<file path="config.mk">
export PLATFORM = sky130hd
export DESIGN_NAME = swlc_div
export DESIGN_NICKNAME = d
export VERILOG_FILES = /design/src/hw/rtl/assert_macros.svh /design/src/hw/rtl/swlc_pkg.sv /design/src/hw/rtl/swlc_div.sv
export SDC_FILE = /design/constraint.sdc
export NUM_CORES = 1
export LEC_CHECK = 0
export ABC_AREA = 0
export BUFFER_PORTS_ARGS = -buffer_cell sky130_fd_sc_hd__buf_2
export CORE_UTILIZATION = 40
export CTS_BUF_LIST = sky130_fd_sc_hd__clkbuf_16
export DETAILED_ROUTE_END_ITERATION = 7
export PLACE_DENSITY = 0.63
export REMOVE_ABC_BUFFERS = 1
export SYNTH_ARGS = -nofsm -noshare
export SYNTH_HDL_FRONTEND = slang
export SYNTH_SLANG_ARGS = --single-unit
export TNS_END_PERCENT = 10
</file>
<file path="constraint.sdc">
create_clock -name i_clk -period 4.4 [get_ports i_clk]
set_input_delay 0.44 -clock i_clk [delete_from_list [all_inputs] [get_ports i_clk]]
set_output_delay 0.44 -clock i_clk [all_outputs]
set_load 0.05 [all_outputs]
</file>
<file path="src/hw/rtl/assert_macros.svh">
// Assertion macros for the RTL files of the correlation block.
`ifndef ASSERT_MACROS_SVH
`define ASSERT_MACROS_SVH
`ifndef SYNTHESIS
// Checked property with the reset as disable condition.
`define SWLC_ASSERT(lbl, clk, rst_n, prop) \
    lbl: assert property (@(posedge clk) disable iff (!rst_n) prop) else $error("assertion failed");
// Checked property that holds in reset as well.
`define SWLC_ASSERT_NR(lbl, clk, prop) \
    lbl: assert property (@(posedge clk) prop) else $error("assertion failed");
`else
`define SWLC_ASSERT(lbl, clk, rst_n, prop)
`define SWLC_ASSERT_NR(lbl, clk, prop)
`endif
`endif

</file>
<file path="src/hw/rtl/swlc_pkg.sv">
// Shared constants and types of the sliding window lagged correlation block.
package swlc_pkg;

    localparam int RING_DEPTH = 512;
    localparam int MAX_LAG    = 16;
    localparam int WIN_MAX    = 256;

    localparam int AW     = $clog2(RING_DEPTH);
    localparam int FILL_W = $clog2(RING_DEPTH + 1);
    localparam int DEL_W  = $clog2(MAX_LAG + WIN_MAX);
    localparam int LAG_W  = $clog2(MAX_LAG + 1);
    localparam int SEEN_W = $clog2(MAX_LAG + 2);

    // Configuration register indexes.
    localparam int CFG_IDX_W = 2;
    localparam logic [CFG_IDX_W-1:0] CFG_WINDOW_LEN   = 2'd0;
    localparam logic [CFG_IDX_W-1:0] CFG_LAG          = 2'd1;
    localparam logic [CFG_IDX_W-1:0] CFG_REBIN_FACTOR = 2'd2;

    typedef struct packed {
        logic [LAG_W-1:0] dx;
        logic [LAG_W-1:0] dy;
        logic [7:0]       w;
    } t_win_cfg;

    typedef struct packed {
        logic [23:0] sx;
        logic [15:0] sy;
        logic [31:0] sxy;
        logic [39:0] sxx;
        logic [23:0] syy;
    } t_win_sums;

endpackage

</file>
<file path="src/hw/rtl/swlc_div.sv">
// Restoring unsigned divider, one quotient bit per cycle.
module swlc_div import swlc_pkg::*; (
    input  logic        i_clk,
    input  logic        i_rst_n,
    input  logic        i_start,
    input  logic [63:0] i_dividend,
    input  logic [31:0] i_divisor,
    output logic        o_done,
    output logic [63:0] o_quot
);

    logic        r_busy, r_done;
    logic [5:0]  r_cnt;
    logic [63:0] r_q;
    logic [31:0] r_rem, r_dvs;
    logic [32:0] rem_sh;
    logic        ge;

    assign rem_sh = {r_rem, r_q[63]};
    assign ge     = rem_sh >= {1'b0, r_dvs};

    always_ff @(posedge i_clk) begin
        if (!i_rst_n) begin
            r_busy <= 1'b0;
            r_done <= 1'b0;
        end else begin
            r_done <= r_busy && r_cnt == 6'd63;
            if (i_start) begin
                r_busy <= 1'b1;
            end else if (r_busy && r_cnt == 6'd63) begin
                r_busy <= 1'b0;
            end
        end
    end

    always_ff @(posedge i_clk) begin
        if (i_start) begin
            r_cnt <= '0;
            r_q   <= i_dividend;
            r_rem <= '0;
            r_dvs <= i_divisor;
        end else if (r_busy) begin
            r_cnt <= r_cnt + 6'd1;
            r_rem <= ge ? 32'(rem_sh - {1'b0, r_dvs}) : 32'(rem_sh);
            r_q   <= {r_q[62:0], ge};
        end
    end

    assign o_done = r_done;
    assign o_quot = r_q;

endmodule

</file>
### Word level (Yosys, flattened, before mapping)

Cells that the tools add are included.

* reductions and logical operators: 3
* equal/unequal tests: 1
* add/sub/neg operators: 2
* magnitude comparators: 1
* multiplexer cells: 5

Operator list (count)
* $mux 64: 2
* $ge 33x32->1: 1
* $mux 32: 1
* $sub 32x32->32: 1
* $add 6x1->6 const B: 1
* $eq 6x6->1 const B: 1
* $reduce_bool 2->1: 2
* $mux 1: 2
* $logic_and 1x1->1: 1

* register bits after elaboration: 136
* word-level logic and storage cells: 18
* input bits: 99

### Longest topological paths before layout

* depth in word-level cells: 4
* mapped depth: 14

### Least setup slack after synthesis

No wires, ideal clock.

* kind: register to register
* start: register r_q[63], in the netlist o_quot[63]
* end: register r_rem[30]
* buffers on the path: 0
* period minus slack after synthesis: 3.085 ns
* path slack: 1.315 ns
* arrival time: 2.994 ns
* required time: 4.309 ns
* cell stages (with the launch flop): 13
* setup time: 0.091 ns
* cell sequence: edfxtp_1 inv_1 ha_1 fa_1 nand2b_1 a21oi_1 o21ai_0 a311oi_1 o221ai_1 a21oi_1 mux2i_1 o21ai_0 a311oi_1

* word-level cells in the longest chain between the ends: 2
* elaborated cells between the ends (all ways): 3
* those cells by class: 1 x add/sub; 1 x order compare; 1 x mux

RTL lines
* start, declared: RTL line swlc_div.sv:14 `logic [63:0] r_q;`
* start signal, assigned: RTL line swlc_div.sv:39 `r_q <= i_dividend;`
* start signal, assigned: RTL line swlc_div.sv:45 `r_q <= {r_q[62:0], ge};`
* $sub 32x32->32 / $ge 33x32->1 (equally long branches): RTL line swlc_div.sv:44, swlc_div.sv:20
* $mux 32 (*): RTL line swlc_div.sv:44 `r_rem <= ge ? 32'(rem_sh - {1'b0, r_dvs}) : 32'(rem_sh);`
* end signal, assigned: RTL line swlc_div.sv:44
* end, declared: RTL line swlc_div.sv:15 `logic [31:0] r_rem, r_dvs;`

Every way passes the cells marked *; elsewhere a longest branch is shown, timed or not.
A chain may end at the register's enable or synchronous reset.

### Worst setup path after layout

* start: register r_dvs[3]
* end: register r_rem[0]

* word-level cells in the longest chain between the ends: 2

RTL lines
* start, declared: RTL line swlc_div.sv:15
* start signal, assigned: RTL line swlc_div.sv:41 `r_dvs <= i_divisor;`
* $ge 33x32->1: RTL line swlc_div.sv:20 `assign ge = rem_sh >= {1'b0, r_dvs};`
* $mux 32: RTL line swlc_div.sv:44

No other way between the ends.

==> impl_metrics.yaml <==
drt:
  drt-wirelength-per-cell_um: 16.0
  firstDrtPassIters: 5
  wl_mm: 17.0
  route.detailed.drc: 0
  drtIter0Drc: 273
  drtAntennaViolNets: 0
  num_vias: 5593
  vias_per_cell: 5.28
power:
  p_leak_nw: 3.70
  p_per_area_nw_per_um2: 446
  peakVddDrop_mv: 0.311
worst_setup_path:
  slowest_stage: "and4_4"
  crit_arrival_ns: 3.59
  cp.required_ns: 4.74
  endpoint_kind: "flip-flop"
  cp_slowest_stage_delay_ns: 0.53
  crit_chain: "inv_1 > ha_1 > a21o_1 > a21oi_1 > a21oi_2 > a211oi_2 > nor3_2 > o2111ai_2 > and4_4 > mux2_2 > a211oi_1"
  reg2reg_slack_ns: 1.15
  cp_max_fo: 38
  start_kind: "flip-flop"
  criticalPathCategory: "reg2reg"
finish:
  fill_cells: 1626
  area_delta_synth_final_pct: 22.0
  layout.cell_area.non_filler_um2: 8800
  layout-drive-gt1-share_pct: 33.0
  finalNetCount: 954
  n_antenna_cell: 0
synth:
  ys.warnings.count: 0
  synthCells: 661
  seq_area_frac_synth_pct: 51.1
  yosysUniqueCellTypes: 53
  synth_ff_type: "edfxtp_1"
  syn_area_um2: 7210
  synth_edf_count: 96
  ys_ff_latch: 136
  syn_area_per_cell_um2: 10.9
  synth-async-reset-ratio_pct: 0
global_route:
  grt_usage_pct: 19.5
  use_met2_pct: 31.3
  antenna_found_initial: 2
  grt_pass1_vias: 5590
  grt_overflow: 0
  use_met1_pct: 23.7
  grtUsageMet3_pct: 8.84
  grt_max_degree: 75
  grt.busiest_layer: "met2"
  grt_pass1_wl_mm: 27.6
clock_tree:
  cts_setup_buffers: 0
  cts_buffer_depth: 2
  path_clk_slew_ns: 0.06
  cts_tree: "yes"
  cts_hold_buf: 0
  cts_resized: 0
  cts-root-buf: "clkbuf_16"
  cts.sinks: 136
  htreeDepth: 4
  cts_buffers: 17
  clk-insertion-delay-late_ns: 0.42
placed_design:
  port_buffers: 163
  hpwl_mm: 12.2
  place_area_um2: 8230
  gp_congestion: 0.849
floorplanning:
  fp-row-count: 48
  pin_count: 164
  die_h_um: 136
  core_um2: 17500
  dieArea_um2: 18600
  floorplan.die.width_um: 136
  start_util_pct: 41.3
sta:
  clock_skew_ns: 0.0102
  slew_viol_final: 0
  period_share_pct: 73.8
  worst_pin_slew_ns: 0.909
  hold_violations: 0
  relSlewSlack_pct: 39.4
  setup-tns-final_ns: 0
  setup_violations: 0
  max_freq_mhz: 308
  rsz0062_at_grt: "false"
  min_period_ns: 3.25
worst_hold_path:
  hold_path.class: "in2reg"
job:
  drv_cap: 0
outcome:
  status: "finished clean"
-- cells by family (layout without fill, tap and decap cells) --
kind of cell	count (synthesis)	count (layout)	share of synthesized area, %
and+or+nand+nor	185	185	11.7
DFF	136	136	51.1
buffers and inverters	73	246	4.09
adders and majority gates	34	34	6.00
xor gates and xnor gates	27	27	3.28
AOI/OAI and AO/OA	136	136	13.1
muxes	70	70	10.8
-- layout by cell type, fill, tap and decap left out, types with 20 or more instances in the layout --
master,n
inv_1,45
a21oi_1,37
nor2_1,48
o21ai_0,20
ha_1,33
dfxtp_1,39
edfxtp_1,96
a311oi_1,26
nand2_1,75
buf_2,162
mux2_2,65
-- report_power, final --
group / total, mW / internal, mW / switching [mW]
logic: 0.955 / 0.330 / 0.625
clock network: 1.39 / 0.791 / 0.601
registers: 1.58 / 1.51 / 0.0667
-- final timing paths --
path | from | end | depth (start not counted)
min reg2reg | r_cnt[5] | o_done | 2
max reg2reg | r_dvs[3] | r_rem[0] | 11
min | i_divisor[0] | r_dvs[0] | 1
max | r_dvs[3] | r_rem[0] | 11
-- per-layer routing --
layer / vias up / part of all wire (%) / wire length [µm]
met5: - / 0.16 / 27
met4: 4 / 1.2 / 199
met3: 24 / 9.0 / 1530
met2: 196 / 47 / 7930
met1: 2603 / 43 / 7310
li1: 2766 / - / -
-- registers in the layout, summed over array words and instances (netlist names) --
name	cells
r_cnt	6
r_dvs	32
r_rem	32
o_done	1
o_quot	64
r_busy	1
-- metrics by stage --
stage	utilization (%)	instances	total power [mW]	setup slack, ns	hold slack, ns
after floorplan	-	633	2.30	1.05	0.437
after global placement	47.1	1027	2.56	1.23	0.469
after detailed placement	47.1	1027	2.56	1.17	0.462
after CTS	50.4	1059	3.96	1.14	0.165
after global routing	50.4	1059	4.12	0.961	0.162
final	50.4	1059	3.92	1.15	0.186
-- cells in the mapped netlist, drive strengths merged (16+ instances only) --
master	n	area (µm²)
edfxtp	96	2880
nand2	75	282
mux2	65	732
nor2	48	180
inv	45	169
dfxtp	40	801
a21oi	38	194
ha	33	413
a311oi	26	228
clkbuf	21	78.8
o21ai	20	100
xnor2	16	140
-- critical path, delay by kind of cell (launching register included) --
kind	cells	cell delay, ns
buf+inv	1	0.04
simple gates	2	0.66
fa+ha+maj	1	0.33
compound gates	6	1.41
mux	1	0.38
flops	1	0.32
-- area by class of cell --
cell class                      count  area [µm²]  share of cell area (%)
Timing Repair Buffer              169         863                    9.81
Sequential cell                   136        3680                    41.9
Inverter                           45         169                    1.92
Multi-Input combinational cell    452        3240                    36.8
Clock buffer                       17         425                    4.83
Clock inverter                     15         143                    1.62
Tap cell                          225         282                    3.20
Note: power is estimated with default switching activity, not from simulation.
