### config.mk
export PLATFORM = sky130hd
export DESIGN_NAME = swlc_sqrt
export DESIGN_NICKNAME = d
export VERILOG_FILES = /design/src/hw/rtl/assert_macros.svh /design/src/hw/rtl/swlc_pkg.sv /design/src/hw/rtl/swlc_sqrt.sv
export SDC_FILE = /design/constraint.sdc
export NUM_CORES = 1
export LEC_CHECK = 0
export ABC_CLOCK_PERIOD_IN_PS = 3800
export BUFFER_PORTS_ARGS = -buffer_cell sky130_fd_sc_hd__buf_4
export CAP_MARGIN = 20
export CORE_UTILIZATION = 29
export CTS_BUF_LIST = sky130_fd_sc_hd__clkbuf_8
export CTS_CLUSTER_DIAMETER = 200
export DETAILED_ROUTE_END_ITERATION = 6
export GPL_TIMING_DRIVEN = 1
export PLACE_DENSITY_LB_ADDON = 0.25
export SKIP_CTS_REPAIR_TIMING = 1
export SYNTH_ARGS = -nofsm -noshare
export SYNTH_HDL_FRONTEND = slang
export SYNTH_SLANG_ARGS = --single-unit
### constraint.sdc
create_clock -name i_clk -period 3.8 [get_ports i_clk]
set_input_delay 0.19 -clock i_clk [delete_from_list [all_inputs] [get_ports i_clk]]
set_output_delay 0.19 -clock i_clk [all_outputs]
set_load 0.02 [all_outputs]
### src/hw/rtl/assert_macros.svh
// Assertion macros for the RTL files of the correlation block.
`ifndef ASSERT_MACROS_SVH
`define ASSERT_MACROS_SVH
`ifndef SYNTHESIS
// Checked property with the reset as disable condition.
`define SWLC_ASSERT(lbl, clk, rst_n, prop) \
    lbl: assert property (@(posedge clk) disable iff (!rst_n) prop) else $error("assertion failed");
// Checked property that holds in reset as well.
`define SWLC_ASSERT_NR(lbl, clk, prop) \
    lbl: assert property (@(posedge clk) prop) else $error("assertion failed");
`else
`define SWLC_ASSERT(lbl, clk, rst_n, prop)
`define SWLC_ASSERT_NR(lbl, clk, prop)
`endif
`endif

### src/hw/rtl/swlc_pkg.sv
// Shared constants and types of the sliding window lagged correlation block.
package swlc_pkg;

    localparam int RING_DEPTH = 512;
    localparam int MAX_LAG    = 16;
    localparam int WIN_MAX    = 256;

    localparam int AW     = $clog2(RING_DEPTH);
    localparam int FILL_W = $clog2(RING_DEPTH + 1);
    localparam int DEL_W  = $clog2(MAX_LAG + WIN_MAX);
    localparam int LAG_W  = $clog2(MAX_LAG + 1);
    localparam int SEEN_W = $clog2(MAX_LAG + 2);

    // Configuration register indexes.
    localparam int CFG_IDX_W = 2;
    localparam logic [CFG_IDX_W-1:0] CFG_WINDOW_LEN   = 2'd0;
    localparam logic [CFG_IDX_W-1:0] CFG_LAG          = 2'd1;
    localparam logic [CFG_IDX_W-1:0] CFG_REBIN_FACTOR = 2'd2;

    typedef struct packed {
        logic [LAG_W-1:0] dx;
        logic [LAG_W-1:0] dy;
        logic [7:0]       w;
    } t_win_cfg;

    typedef struct packed {
        logic [23:0] sx;
        logic [15:0] sy;
        logic [31:0] sxy;
        logic [39:0] sxx;
        logic [23:0] syy;
    } t_win_sums;

endpackage

### src/hw/rtl/swlc_sqrt.sv
// Bit-serial integer square root, two radicand bits per cycle.
module swlc_sqrt import swlc_pkg::*; (
    input  logic        i_clk,
    input  logic        i_rst_n,
    input  logic        i_start,
    input  logic [63:0] i_rad,
    output logic        o_done,
    output logic [31:0] o_root
);

    logic        r_busy, r_done;
    logic [4:0]  r_cnt;
    logic [63:0] r_rad;
    logic [33:0] r_rem;
    logic [31:0] r_root;
    logic [35:0] rem_sh, trial;
    logic        ge;

    assign rem_sh = {r_rem, r_rad[63:62]};
    assign trial  = {2'b00, r_root, 2'b01};
    assign ge     = rem_sh >= trial;

    always_ff @(posedge i_clk) begin
        if (!i_rst_n) begin
            r_busy <= 1'b0;
            r_done <= 1'b0;
        end else begin
            r_done <= r_busy && r_cnt == 5'd31;
            if (i_start) begin
                r_busy <= 1'b1;
            end else if (r_busy && r_cnt == 5'd31) begin
                r_busy <= 1'b0;
            end
        end
    end

    always_ff @(posedge i_clk) begin
        if (i_start) begin
            r_cnt  <= '0;
            r_rad  <= i_rad;
            r_rem  <= '0;
            r_root <= '0;
        end else if (r_busy) begin
            r_cnt  <= r_cnt + 5'd1;
            r_rad  <= {r_rad[61:0], 2'b00};
            r_rem  <= ge ? 34'(rem_sh - trial) : 34'(rem_sh);
            r_root <= {r_root[30:0], ge};
        end
    end

    assign o_done = r_done;
    assign o_root = r_root;

endmodule

; After elaboration in Yosys (flattened, before gate mapping)
; Index checks and enable logic that the tools add are counted.
[totals]
regBits = 137
rom_bits = 0
n_memories = 0
mem_bits_rw = 0
latch_bits = 0
[op_classes]
mux = 5
n_mul = 0
shift = 0
n_reduce_logical = 3
div_mod_pow = 0
bitwise_logic = 0
n_lt_le_gt_ge = 1
addsub = 2
n_eq_ne = 1
[op_table]
columns = cell, n
row1 = 64-bit 2-to-1 mux, 2
row2 = 36-bit by 34-bit >= comparator with 1-bit output, 1
row3 = 34-bit 2-to-1 mux, 1
row4 = 34-bit subtractor, 1
row5 = 5-bit by 1-bit adder with 5-bit output (second input constant), 1
row6 = 5-bit == test (second input constant), 1
row7 = 2-bit nonzero test, 2
row8 = 1-bit 2-to-1 mux, 2
row9 = 1-bit logical AND, 1

; Depth between registers and ports, before layout
; Gate-level depths: netlist of run 1.
[logic_depth]
ltp_word = 4
ltp_mapped = 13
depth_no_buf = 11

; Worst setup path after synthesis of run 1
; No wires, ideal clock.
[synth_timing]
path_kind = flip-flop to flip-flop
start = register r_root[1] (netlist: o_root[1])
end = register r_rem[33]
n_path_buf = 0
required_time_ns = 3.666
slack_ns = 1.193
period_less_slack_ns = 2.607
t_arrival_ns = 2.474
path_stages_with_launch = 12
path_cell_list = dfxtp_1 inv_1 ha_1 o21a_1 o2bb2ai_2 o221ai_2 a21o_1 a22oi_2 nor4_1 or4_1 nand3_1 a21oi_1
[synth_between]
elab_chain_cells = 2
[synth_lines]
columns = item, line_no
row1 = start: declaration, swlc_sqrt.sv:15  ; logic [31:0] r_root;
row2 = start signal: assignment, swlc_sqrt.sv:47  ; r_root <= {r_root[30:0], ge};
row3 = 34-bit subtractor / 36-bit by 34-bit >= comparator with 1-bit output (equally long branches), "swlc_sqrt.sv:46, swlc_sqrt.sv:21"
row4 = 34-bit 2-to-1 mux (*), swlc_sqrt.sv:46  ; r_rem <= ge ? 34'(rem_sh - trial) : 34'(rem_sh);
row5 = end signal: assignment, swlc_sqrt.sv:46
row6 = end: declaration, swlc_sqrt.sv:14  ; logic [33:0] r_rem;
; Mark *: on every way between the ends. The rest lies on a longest branch, timed or not.
; A chain may end at the register's enable or synchronous reset.

; Worst setup path after layout of run 1
[layout_timing]
start = register r_root[28] (netlist: o_root[28])
end = register r_rem[15]
[layout_between]
elab_chain_cells = 2
[layout_lines]
columns = item, line_no
row1 = 36-bit by 34-bit >= comparator with 1-bit output, swlc_sqrt.sv:21  ; assign ge = rem_sh >= trial;
row2 = 34-bit 2-to-1 mux, swlc_sqrt.sv:46
; No other way between the ends.

==> out/results.env, run 1 <==
RUN_STATUS='finished clean'
TNS_NS=0
CP_DATA_ARRIVAL_TIME_NS=3.46
SYNTH_TOP_FAMILY_BY_AREA='multiplexers'
SYN_INST=718
CP.REQUIRED_NS=4.14
ACTUAL_SLEW_AT_THE_WORST_MAX_SLEW_PIN_NS=0.989
FINAL_LAYOUT_SIZE_SUFFIX_GT1_FRAC=0.272
PLACEABLECOREAREA_UM2=25300
DRT_FIRST_PASS_ITERS=4
FIRST_GLOBAL_VIAS=5334
SYNTH_SIMPLE_GATE_AREA_FRAC=0.105
ANTENNA_LEFT=0
CRITPATHLAUNCHTYPE='flop'
LEAKAGE_POWER_OF_THE_DESIGN_uW=0.00362
REGTOREGSTARTPOINT='o_root[28]$_SDFFE_PP0P_'
YS_SEQ_AREA_FRAC=0.451
SYNTH-EDFF-COUNT=64
DRT-VIAS-PER-INSTANCE=4.75
TRITONCTS_NUM_SINKS=137
ROUTE.VIAS.TOTAL=5556
SYNTH.FF_LATCH_COUNT=137
TRITONCTS='done'
CRITICAL_PATH.REG2REG.ENDPOINT='r_rem[15]$_SDFFE_PP0P_'
CP_SLOWEST_CELL='sky130_fd_sc_hd__a31oi_4'
TIMING.FMAX_MHz=320
TIMING.REG2REG.SETUP_SLACK_NS=0.68
GLOBALROUTE.TOTALOVERFLOW=0
POST-ROUTE-MIN-PERIOD_NS=3.12
CLOCK-SKEW-FINAL_NS=0.0205
ANTENNA_CELLS_INSERTED=0
RELATIVE_SLEW_SLACK=0.341
INITIAL_UTILIZATION=0.297
SETUP_VIOL=0
GRT_PASS1_WL_UM=27600
YOSYS.CELL_TYPES.COUNT=64
CLK-INSERTION-DELAY-LATE_NS=0.46
PATH_DELAY_FAMILY='compound AO/OA/AOI/OAI gates'
POWER_PER_CELL_AREA_nW_PER_UM2=780
CRITICAL_PATH.STARTPOINT='o_root[28]$_SDFFE_PP0P_'
YOSYS_WARNINGS=0
DRC=0
PIN_COUNT=100
WORSTHOLDPATHTYPE='primary input to flop'
GRT_MAX_DEGREE=74
FIN_HOLD_WS_NS=0.0193
HOLD_START='i_rad[31]'
ROUTEDWLPERCELL_UM=14.7
GRT_SETUP_UNREPAIRED='false'
SYNTH.AREA.MUX_SHARE=0.152
SYN-CELL-AREA_UM2=7500
WIRELENGTH_UM=17200
CLOCK_TREE.BUFFER_DEPTH=2
CRITICAL_PATH.ENDPOINT='r_rem[15]$_SDFFE_PP0P_'
CRITPATHKIND='flop to flop'
TRACK_USAGE=0.132
LAYOUT_WORST_PATH_CYCLE_SHARE=0.821
SYNTH_AREA_IN_COMPOUND_GATES=0.150
CTS_ROOT_BUF='sky130_fd_sc_hd__clkbuf_8'
MAX_STAGE_DELAY_NS=0.44
VDD.IR_DROP.WORST_V=0.000583
SYNTHXORXNORAREAFRAC=0.0362
CP_CELL_SEQUENCE='inv_1, ha_1, a21oi_1, nand2_1, a41o_1, a21oi_2, o21ai_2, a31oi_4, buf_4, mux2_2, mux2i_1, nor2_1'
PORTBUFFERS=99
ASYNCSETRESETFLOPFRACSYNTH=0
SYNTH_ADDER_AREA_SHARE=0.0601
DRTITER0DRC=261
PLACE_CONGESTION=0.842
CTS-BUFFERS-INSERTED=17
CTS_H_TREE_LVLS=4
DP.FINAL_HPWL_UM=11500
DIE_WIDTH_UM=163
WORST-R2R-CELL-COUNT=12
HOLD_VIOL=0
ROWS=58
MAXCAPVIOLATIONS=0
DRV_SLEW=0
DIE_H_UM=163
PATH_BUF_INV=2
YS.FLOP_TYPE='sky130_fd_sc_hd__dfxtp_1'
LAYOUT-AREA-OVERHEAD-VS-SYNTH_PCT=22.6
END_KIND='flop'
PATH_CLK_SLEW_NS=0.11
DIEAREA_UM2=26500
PATH_DEPTH=12
FIN_NETS=929
MAPPED_NETS=821
SYNTHESIS.AREA_PER_INSTANCE_UM2=10.4
CP_MAX_FO=17
ANTENNA_VIOLATIONS_BEFORE_REPAIR=0
[power by group]
part / internal [uW] / total, uW / switching (uW)
logic: 1690 / 3980 / 2300
clock network: 514 / 1270 / 753
registers: 1770 / 1910 / 143
total: 3970 / 7160 / 3190
[metal layers]
metal	share of wire	global-route usage	routed length, um
met5	0	0	0
met2	0.45	0.203	7700
met3	0.049	0.0379	842
met1	0.49	0.178	8460
met4	0.0097	0.0382	166
[cells in the mapped netlist (3+ instances only)]
master                     count  share of area
sky130_fd_sc_hd__nor2b_1      13          0.011
sky130_fd_sc_hd__buf_4         3         0.0030
sky130_fd_sc_hd__a21o_1        4         0.0040
sky130_fd_sc_hd__and2_1        4         0.0033
sky130_fd_sc_hd__edfxtp_1     64           0.26
sky130_fd_sc_hd__nor3_1        5         0.0033
sky130_fd_sc_hd__nand3_1       7         0.0047
sky130_fd_sc_hd__xnor2_1      15          0.018
sky130_fd_sc_hd__nor2_1       85          0.043
sky130_fd_sc_hd__a21oi_1      44          0.029
sky130_fd_sc_hd__o31ai_1       3         0.0030
sky130_fd_sc_hd__a211oi_1     13          0.013
sky130_fd_sc_hd__clkbuf_1     22          0.011
sky130_fd_sc_hd__a211oi_2      7          0.012
sky130_fd_sc_hd__dfxtp_1      73           0.19
sky130_fd_sc_hd__o21ai_1      13         0.0087
sky130_fd_sc_hd__a31oi_1       9         0.0075
sky130_fd_sc_hd__o21a_1        7         0.0070
sky130_fd_sc_hd__o21ai_0      17          0.011
sky130_fd_sc_hd__o22ai_1       4         0.0033
sky130_fd_sc_hd__nand4_1       7         0.0058
sky130_fd_sc_hd__mux2_2       65          0.098
sky130_fd_sc_hd__buf_2         9         0.0060
sky130_fd_sc_hd__a32oi_1       5         0.0058
sky130_fd_sc_hd__ha_1         36          0.060
sky130_fd_sc_hd__buf_1         3         0.0015
sky130_fd_sc_hd__nand2_1      22          0.011
sky130_fd_sc_hd__xor2_1       16          0.019
sky130_fd_sc_hd__o21bai_1      7         0.0070
sky130_fd_sc_hd__a211o_1       3         0.0035
sky130_fd_sc_hd__and3_1        5         0.0042
sky130_fd_sc_hd__nand2b_1      7         0.0058
sky130_fd_sc_hd__inv_1        42          0.021
sky130_fd_sc_hd__mux2i_1      41          0.055
[sequential cells by signal (all words and copies together), names as in the netlist]
signal  count
o_done      1
o_root     32
r_busy      1
r_cnt       5
r_rad      64
r_rem      34
[cells in the final DEF, fill, tap and decap left out, types with 3 or more instances in the layout]
master / n
sky130_fd_sc_hd__a211o_1: 3
sky130_fd_sc_hd__a211oi_1: 13
sky130_fd_sc_hd__a211oi_2: 7
sky130_fd_sc_hd__a21o_1: 4
sky130_fd_sc_hd__a21oi_1: 44
sky130_fd_sc_hd__a31oi_1: 9
sky130_fd_sc_hd__a32oi_1: 5
sky130_fd_sc_hd__and2_1: 4
sky130_fd_sc_hd__and3_1: 5
sky130_fd_sc_hd__buf_4: 103
sky130_fd_sc_hd__clkbuf_8: 17
sky130_fd_sc_hd__clkinv_8: 4
sky130_fd_sc_hd__dfxtp_1: 72
sky130_fd_sc_hd__dlygate4sd3_1: 23
sky130_fd_sc_hd__edfxtp_1: 64
sky130_fd_sc_hd__ha_1: 36
sky130_fd_sc_hd__inv_1: 41
sky130_fd_sc_hd__inv_6: 3
sky130_fd_sc_hd__inv_8: 6
sky130_fd_sc_hd__mux2_2: 65
sky130_fd_sc_hd__mux2i_1: 41
sky130_fd_sc_hd__nand2_1: 22
sky130_fd_sc_hd__nand2b_1: 7
sky130_fd_sc_hd__nand3_1: 7
sky130_fd_sc_hd__nand4_1: 7
sky130_fd_sc_hd__nor2_1: 85
sky130_fd_sc_hd__nor2b_1: 13
sky130_fd_sc_hd__nor3_1: 5
sky130_fd_sc_hd__o21a_1: 7
sky130_fd_sc_hd__o21ai_0: 17
sky130_fd_sc_hd__o21ai_1: 13
sky130_fd_sc_hd__o21bai_1: 7
sky130_fd_sc_hd__o22ai_1: 4
sky130_fd_sc_hd__o31ai_1: 3
sky130_fd_sc_hd__xnor2_1: 15
sky130_fd_sc_hd__xor2_1: 16
[final cells by class]
class | count | area, um^2
fill | 2589 | 16100
multi-input combinational | 500 | 3770
sequential | 137 | 3390
timing repair buffer | 128 | 1040
tap | 330 | 413
clock buffer | 17 | 234
clock inverter | 15 | 184
inverter | 42 | 158
[worst min-delay path by stage]
| stage | to | cells past startpoint |
|---|---|---|
| after CTS | r_busy$_SDFFE_PN0P_ | 2 |
| after global placement | r_busy$_SDFFE_PN0P_ | 2 |
| final | r_rad[31]$_DFFE_PP_ | 2 |
| after floorplan | r_busy$_SDFFE_PN0P_ | 1 |
| after global routing | r_rad[39]$_DFFE_PP_ | 2 |
| after detailed placement | r_busy$_SDFFE_PN0P_ | 2 |
[metrics by stage]
step	std cells	cell area, um^2	setup WS, ns	util	total power (uW)
after floorplan	718	7500	1.19	-	5150
after global placement	1114	8540	0.777	0.338	5910
after detailed placement	1114	8540	0.715	0.338	5910
after CTS	1146	8960	0.673	0.355	7220
after global routing	1169	9190	0.385	0.364	7780
final	1169	9190	0.679	0.364	7160
[cell families (layout without fill, tap and decap cells)]
family          after synthesis  count (layout)
simple gates                167             167
mux                         106             106
xor+xnor                     31              31
buf+inv                      81             202
fa+ha+maj                    36              36
compound gates              160             160
flops                       137             137
(Power assumes the default switching activity.)
==> run 2: changes to the inputs <==
- ABC_CLOCK_PERIOD_IN_PS: 3800 -> 2850
- clock period: 3.8 -> 2.85 ns (I/O delays scaled with it)
==> run 2 against run 1 <==
Compared with the run above:
- flip-flop and latch count did not move
- critical path depth did not move
- clock-buffer cell count did not move
- setup slack got worse by 0.57 ns
==> out/results.env, run 2 (same netlist as run 1, synthesis figures left out) <==
HOLD_VIOL=0
ROUTEDWLPERCELL_UM=14.2
CRITPATHLAUNCHTYPE='flop'
PORTBUFFERS=99
FIRST_GLOBAL_VIAS=5401
MAXCAPVIOLATIONS=0
TOTAL_POWER_uW=10300
PATH_CLK_SLEW_NS=0.10
TRITONCTS_NUM_SINKS=137
GLOBALROUTE.TOTALOVERFLOW=0
CP_DATA_ARRIVAL_TIME_NS=3.08
ROWS=58
CP.REQUIRED_NS=3.19
ANTENNA_CELLS_INSERTED=0
ROUTE.VIAS.TOTAL=5861
SETUP_VIOL=0
GRT_PASS1_WL_UM=28100
TRACK_USAGE=0.134
INITIAL_UTILIZATION=0.297
ANTENNA_LEFT=0
LAYOUT.CELLS.MOST_COMMON_LIST='140 x sky130_fd_sc_hd__buf_4, 84 x sky130_fd_sc_hd__nor2_1, 71 x sky130_fd_sc_hd__dfxtp_1, 65 x sky130_fd_sc_hd__mux2_2, 65 x sky130_fd_sc_hd__dlygate4sd3_1'
FINAL_LAYOUT_SIZE_SUFFIX_GT1_FRAC=0.302
POST-ROUTE-UTIL=0.395
CTS-BUFFERS-INSERTED=17
FINISH.INSTANCE_AREA_UM2=9960
DRV_SLEW=0
LAYOUTNONFILLERINSTCOUNT=1248
PATH_DELAY_FAMILY='compound AO/OA/AOI/OAI gates'
CP_CELL_SEQUENCE='inv_1, ha_1, o21a_1, o2bb2ai_2, o221ai_2, a21o_1, a22oi_2, buf_4, nor4_2, or4_1, nand3_1, a21oi_1'
CP_MAX_FO=4
CLK-INSERTION-DELAY-LATE_NS=0.47
DP.CELLS=1147
WORSTHOLDPATHTYPE='primary input to flop'
MAX_STAGE_DELAY_NS=0.48
ANTENNA_VIOLATIONS_BEFORE_REPAIR=0
ACTUAL_SLEW_AT_THE_WORST_MAX_SLEW_PIN_NS=0.938
DIE_WIDTH_UM=163
DP.FINAL_HPWL_UM=12000
FIN_NETS=1008
RELATIVE_SLEW_SLACK=0.374
END_KIND='flop'
TRITONCTS='done'
LAYOUT.CELLS.MOST_COMMON='sky130_fd_sc_hd__buf_4'
WIRELENGTH_UM=17700
DRTITER0DRC=317
PLACE_CONGESTION=0.822
MAX_FLOP_REGISTER='r_rad'
RUN_STATUS='finished clean'
PLACEABLECOREAREA_UM2=25300
POST_DP_CELL_AREA_UM2=8790
LARGEST_REGISTER_FF_COUNT=64
GRT_MAX_DEGREE=74
CRITPATHKIND='flop to flop'
CP_SLOWEST_CELL='sky130_fd_sc_hd__or4_1'
CTS_H_TREE_LVLS=4
CLOCK-SKEW-FINAL_NS=0.0211
LAYOUT-AREA-OVERHEAD-VS-SYNTH_PCT=32.9
POST-ROUTE-MIN-PERIOD_NS=2.74
PIN_COUNT=100
PATH_BUF_INV=2
CLOCK_TREE.BUFFER_DEPTH=2
LEAKAGE_POWER_OF_THE_DESIGN_uW=0.00398
DRT_FIRST_PASS_ITERS=5
POWER_PER_CELL_AREA_nW_PER_UM2=1030
DRC=0
VDD.IR_DROP.WORST_V=0.000481
TIMING.FMAX_MHz=364
DIE_H_UM=163
LAYOUT_WORST_PATH_CYCLE_SHARE=0.963
CTS_ROOT_BUF='sky130_fd_sc_hd__clkbuf_8'
DRT-VIAS-PER-INSTANCE=4.70
DIEAREA_UM2=26500
run 2: cell count changes in the layout (fill, tap and decap cells not counted), sizes merged:
cell	previous run	this run
dlygate4sd3	23	65
buf	105	142
run 2: where the power goes:
part | switching [uW] | leakage, uW | internal [uW]
combinational | 3240 | 0.00253 | 2800
sequential | 184 | 0.00124 | 2360
clock | 1010 | 0.000213 | 688
total | 4440 | 0.00398 | 5850
run 2: final timing paths:
path / start / endpoint / slack, ns / cells after the start
max reg2reg: o_root[1]$_SDFFE_PP0P_ / r_rem[33]$_SDFFE_PP0P_ / 0.11 / 12
min: i_start / o_root[10]$_SDFFE_PP0P_ / 0.25 / 3
min reg2reg: r_cnt[4]$_SDFFE_PP0P_ / r_cnt[4]$_SDFFE_PP0P_ / 0.51 / 2
max: o_root[1]$_SDFFE_PP0P_ / r_rem[33]$_SDFFE_PP0P_ / 0.11 / 12
run 2: layer usage:
| metal | GRT usage | part of all wire |
|---|---|---|
| met1 | 0.182 | 0.49 |
| met2 | 0.200 | 0.45 |
| met3 | 0.0441 | 0.047 |
| met4 | 0.0382 | 0.0086 |
| met5 | 0 | 0 |
run 2: worst reg2reg max path: stages, from the launching register on:
cell and delay (ns):
sky130_fd_sc_hd__dfxtp_2 0.37, sky130_fd_sc_hd__inv_1 0.06, sky130_fd_sc_hd__ha_1 0.34, sky130_fd_sc_hd__o21a_1 0.21, sky130_fd_sc_hd__o2bb2ai_2 0.17, sky130_fd_sc_hd__o221ai_2 0.17, sky130_fd_sc_hd__a21o_1 0.23, sky130_fd_sc_hd__a22oi_2 0.18
sky130_fd_sc_hd__buf_4 0.17, sky130_fd_sc_hd__nor4_2 0.06, sky130_fd_sc_hd__or4_1 0.48, sky130_fd_sc_hd__nand3_1 0.11, sky130_fd_sc_hd__a21oi_1 0.06
run 2: final cells by class:
type,count,area (um^2)
multi-input combinational,500,3840
sequential,137,3390
inverter,42,158
timing repair buffer,207,1740
fill,2539,15300
clock inverter,15,186
tap,330,413
clock buffer,17,234
run 2: per-stage QoR:
step	worst slack, ns	setup TNS (ns)	hold WS [ns]
CTS	-0.0132	-0.0132	-0.132
detailed placement	0.0117	0	0.359
global route	-0.0310	-0.0484	0.262
global placement	-0.0401	-0.0401	0.369
finish	0.106	0	0.247
floorplan	0.243	0	0.260
==> run 3: changes to the inputs <==
--- a/config.mk
+++ b/config.mk
@@ -10,2 +10,3 @@
 export CAP_MARGIN = 20
+export CORE_ASPECT_RATIO = 1.4
 export CORE_UTILIZATION = 29
==> constraint.sdc (replaced) <==
create_clock -name i_clk -period 2.85 [get_ports i_clk]
set_input_delay 0.57 -clock i_clk [delete_from_list [all_inputs] [get_ports i_clk]]
set_output_delay 0.57 -clock i_clk [all_outputs]
set_load 0.02 [all_outputs]
==> run 3 against run 2 <==
Compared with the run above:
- hold slack improved by 0.067 ns
- clock power about the same
- clock skew shrank 0.0076 ns
- design area is 6.1% lower
- cell count down 6.2%
- flip-flop and latch count unchanged
- largest cell class unchanged
- largest power group unchanged
==> out/results.env, run 3 (same netlist as run 1, synthesis figures left out) <==
INITIAL_UTILIZATION=0.295
DRV_SLEW=0
GRT_PASS1_WL_UM=28900
POST-ROUTE-MIN-PERIOD_NS=2.74
DRTITER0DRC=146
ANTENNA_CELLS_INSERTED=0
COMBINATIONAL_SHARE_OF_POWER=0.583
MAX_FLOP_REGISTER='r_rad'
DRT-VIAS-PER-INSTANCE=4.78
CLOCK-SKEW-FINAL_NS=0.0136
DRT_FIRST_PASS_ITERS=4
POWER_SWITCHING_uW=4280
SETUP_VIOL=0
CTS_H_TREE_LVLS=4
CRITPATHLAUNCHTYPE='flop'
WORSTHOLDPATHTYPE='primary input to flop'
DP.FINAL_HPWL_UM=12700
TRITONCTS='done'
POWER_PER_CELL_AREA_nW_PER_UM2=1090
FIN_NETS=943
PORTBUFFERS=99
MAXCAPVIOLATIONS=0
CP_MAX_FO=4
PWR-SHARE-CLK=0.167
PLACEABLECOREAREA_UM2=25400
FIRST_GLOBAL_VIAS=5792
PATH_DELAY_FAMILY='compound AO/OA/AOI/OAI gates'
TOTAL_POWER_uW=10200
DIEAREA_UM2=26500
WIRELENGTH_UM=17800
LAYOUT.CELLS.MOST_COMMON_LIST='137 x sky130_fd_sc_hd__buf_4, 84 x sky130_fd_sc_hd__nor2_1, 72 x sky130_fd_sc_hd__dfxtp_1, 65 x sky130_fd_sc_hd__mux2_2, 64 x sky130_fd_sc_hd__edfxtp_1'
ROUTE.VIAS.TOTAL=5603
VDD.IR_DROP.WORST_V=0.000917
LAYOUT.AREA.SEQ_UM2=3390
PATH_CLK_SLEW_NS=0.08
LEAKAGE_POWER_OF_THE_DESIGN_uW=0.00372
LARGEST_REGISTER_FF_COUNT=64
ANTENNA_VIOLATIONS_BEFORE_REPAIR=0
LAYOUT-AREA-OVERHEAD-VS-SYNTH_PCT=24.8
LAYOUT_WORST_PATH_CYCLE_SHARE=0.960
TRITONCTS_NUM_SINKS=137
LAYOUT_SETUP_WS_NS=0.114
PIN_COUNT=100
CRITPATHKIND='flop to flop'
END_KIND='flop'
GRT_MAX_DEGREE=106
SWITCHING_SHARE=0.417
CELL_INTERNAL_PWR_uW=5970
CP_DATA_ARRIVAL_TIME_NS=3.07
POST-ROUTE-UTIL=0.369
CTS_ROOT_BUF='sky130_fd_sc_hd__clkbuf_8'
GLOBALROUTE.TOTALOVERFLOW=0
CP_SLOWEST_CELL='sky130_fd_sc_hd__a22oi_2'
SEQUENTIALPOWERSHARE=0.250
CLOCK_TREE.BUFFER_DEPTH=2
DRC=0
GRT_SETUP_UNREPAIRED='true'
NFILLCELLS=2651
CELL_MODE_ON_CRITICAL_PATH='sky130_fd_sc_hd__o21a_1'
ROUTEDWLPERCELL_UM=15.2
CP_CELL_SEQUENCE='inv_1, ha_1, o21a_1, o2bb2ai_4, o221ai_2, a21o_1, a22oi_2, o21a_1, nand2_1, a2111oi_2, o22ai_1'
CP.REQUIRED_NS=3.19
TIMING.FMAX_MHz=365
ROWS=69
RUN_STATUS='finished clean'
MULTI_INPUT_COMB_AREA_UM2=3880
DIE_H_UM=192
RELATIVE_SLEW_SLACK=0.584
PLACE_CONGESTION=0.822
PRE_CTS_WS_NS=0.0559
CLK-INSERTION-DELAY-LATE_NS=0.46
ANTENNA_LEFT=0
HOLD_VIOL=0
DIE_WIDTH_UM=138
TRACK_USAGE=0.142
FINAL_LAYOUT_SIZE_SUFFIX_GT1_FRAC=0.332
PATH_BUF_INV=1
ACTUAL_SLEW_AT_THE_WORST_MAX_SLEW_PIN_NS=0.625
LAYOUT.CELLS.MOST_COMMON='sky130_fd_sc_hd__buf_4'
MAX_STAGE_DELAY_NS=0.35
CTS-BUFFERS-INSERTED=17
[run 3: cell types whose count changed in the layout (fill, tap and decap cells not counted), moves of 3 or more]
| cell | change |
|---|---|
| sky130_fd_sc_hd__clkinv_8 | -4 |
| sky130_fd_sc_hd__bufinv_16 | +3 |
| sky130_fd_sc_hd__inv_8 | -7 |
| sky130_fd_sc_hd__buf_12 | +3 |
| sky130_fd_sc_hd__dlygate4sd3_1 | -65 |
| sky130_fd_sc_hd__a21oi_2 | +4 |
| sky130_fd_sc_hd__a21oi_1 | -4 |
| sky130_fd_sc_hd__ha_1 | -3 |
| sky130_fd_sc_hd__nor3_2 | +3 |
| sky130_fd_sc_hd__buf_4 | -3 |
[run 3: layout make-up]
type	count	share of cell area
repair buffers	142	0.121
clock inverters	14	0.0184
well taps	319	0.0426
flip-flops and latches	137	0.362
clock buffers	17	0.0250
multi-input cells	500	0.414
inverters	42	0.0172
[run 3: final timing paths]
check / startpoint / end / slack [ns] / cells after the start
setup / recovery: o_root[2]$_SDFFE_PP0P_ / r_rem[27]$_SDFFE_PP0P_ / 0.11 / 11
hold / removal: i_rst_n / r_busy$_SDFFE_PN0P_ / 0.31 / 2
setup reg to reg: o_root[2]$_SDFFE_PP0P_ / r_rem[27]$_SDFFE_PP0P_ / 0.11 / 11
hold reg to reg: r_rem[17]$_SDFFE_PP0P_ / r_rem[17]$_SDFFE_PP0P_ / 0.51 / 2
[run 3: per-stage QoR]
step           cell area, um^2  hold slack (ns)  TNS, ns  cells
2_1_floorplan             7500            0.465        0    718
3_3_place_gp              8840            0.483        0   1139
3_5_place_dp              8840            0.494        0   1139
4_1_cts                   9250            0.272        0   1170
5_1_grt                   9360            0.279  -0.0119   1171
6_report                  9360            0.314        0   1171
[run 3: layer usage]
layer | track usage | part of all wire | up-vias
met4 | 0.0514 | 0.014 | 0
met3 | 0.0465 | 0.056 | 20
met5 | 0 | 0 | -
met1 | 0.156 | 0.42 | 2634
met2 | 0.249 | 0.51 | 110
li1 | - | - | 2839
[run 3: power by group through the flow]
stage	Clock [uW]	Sequential [uW]	Combinational, uW
finish	1710	2560	5970
global route	1860	2600	6590
CTS	1790	2560	5800
detailed placement	0	2600	5760
global placement	0	2610	5770
floorplan	0	2530	4340
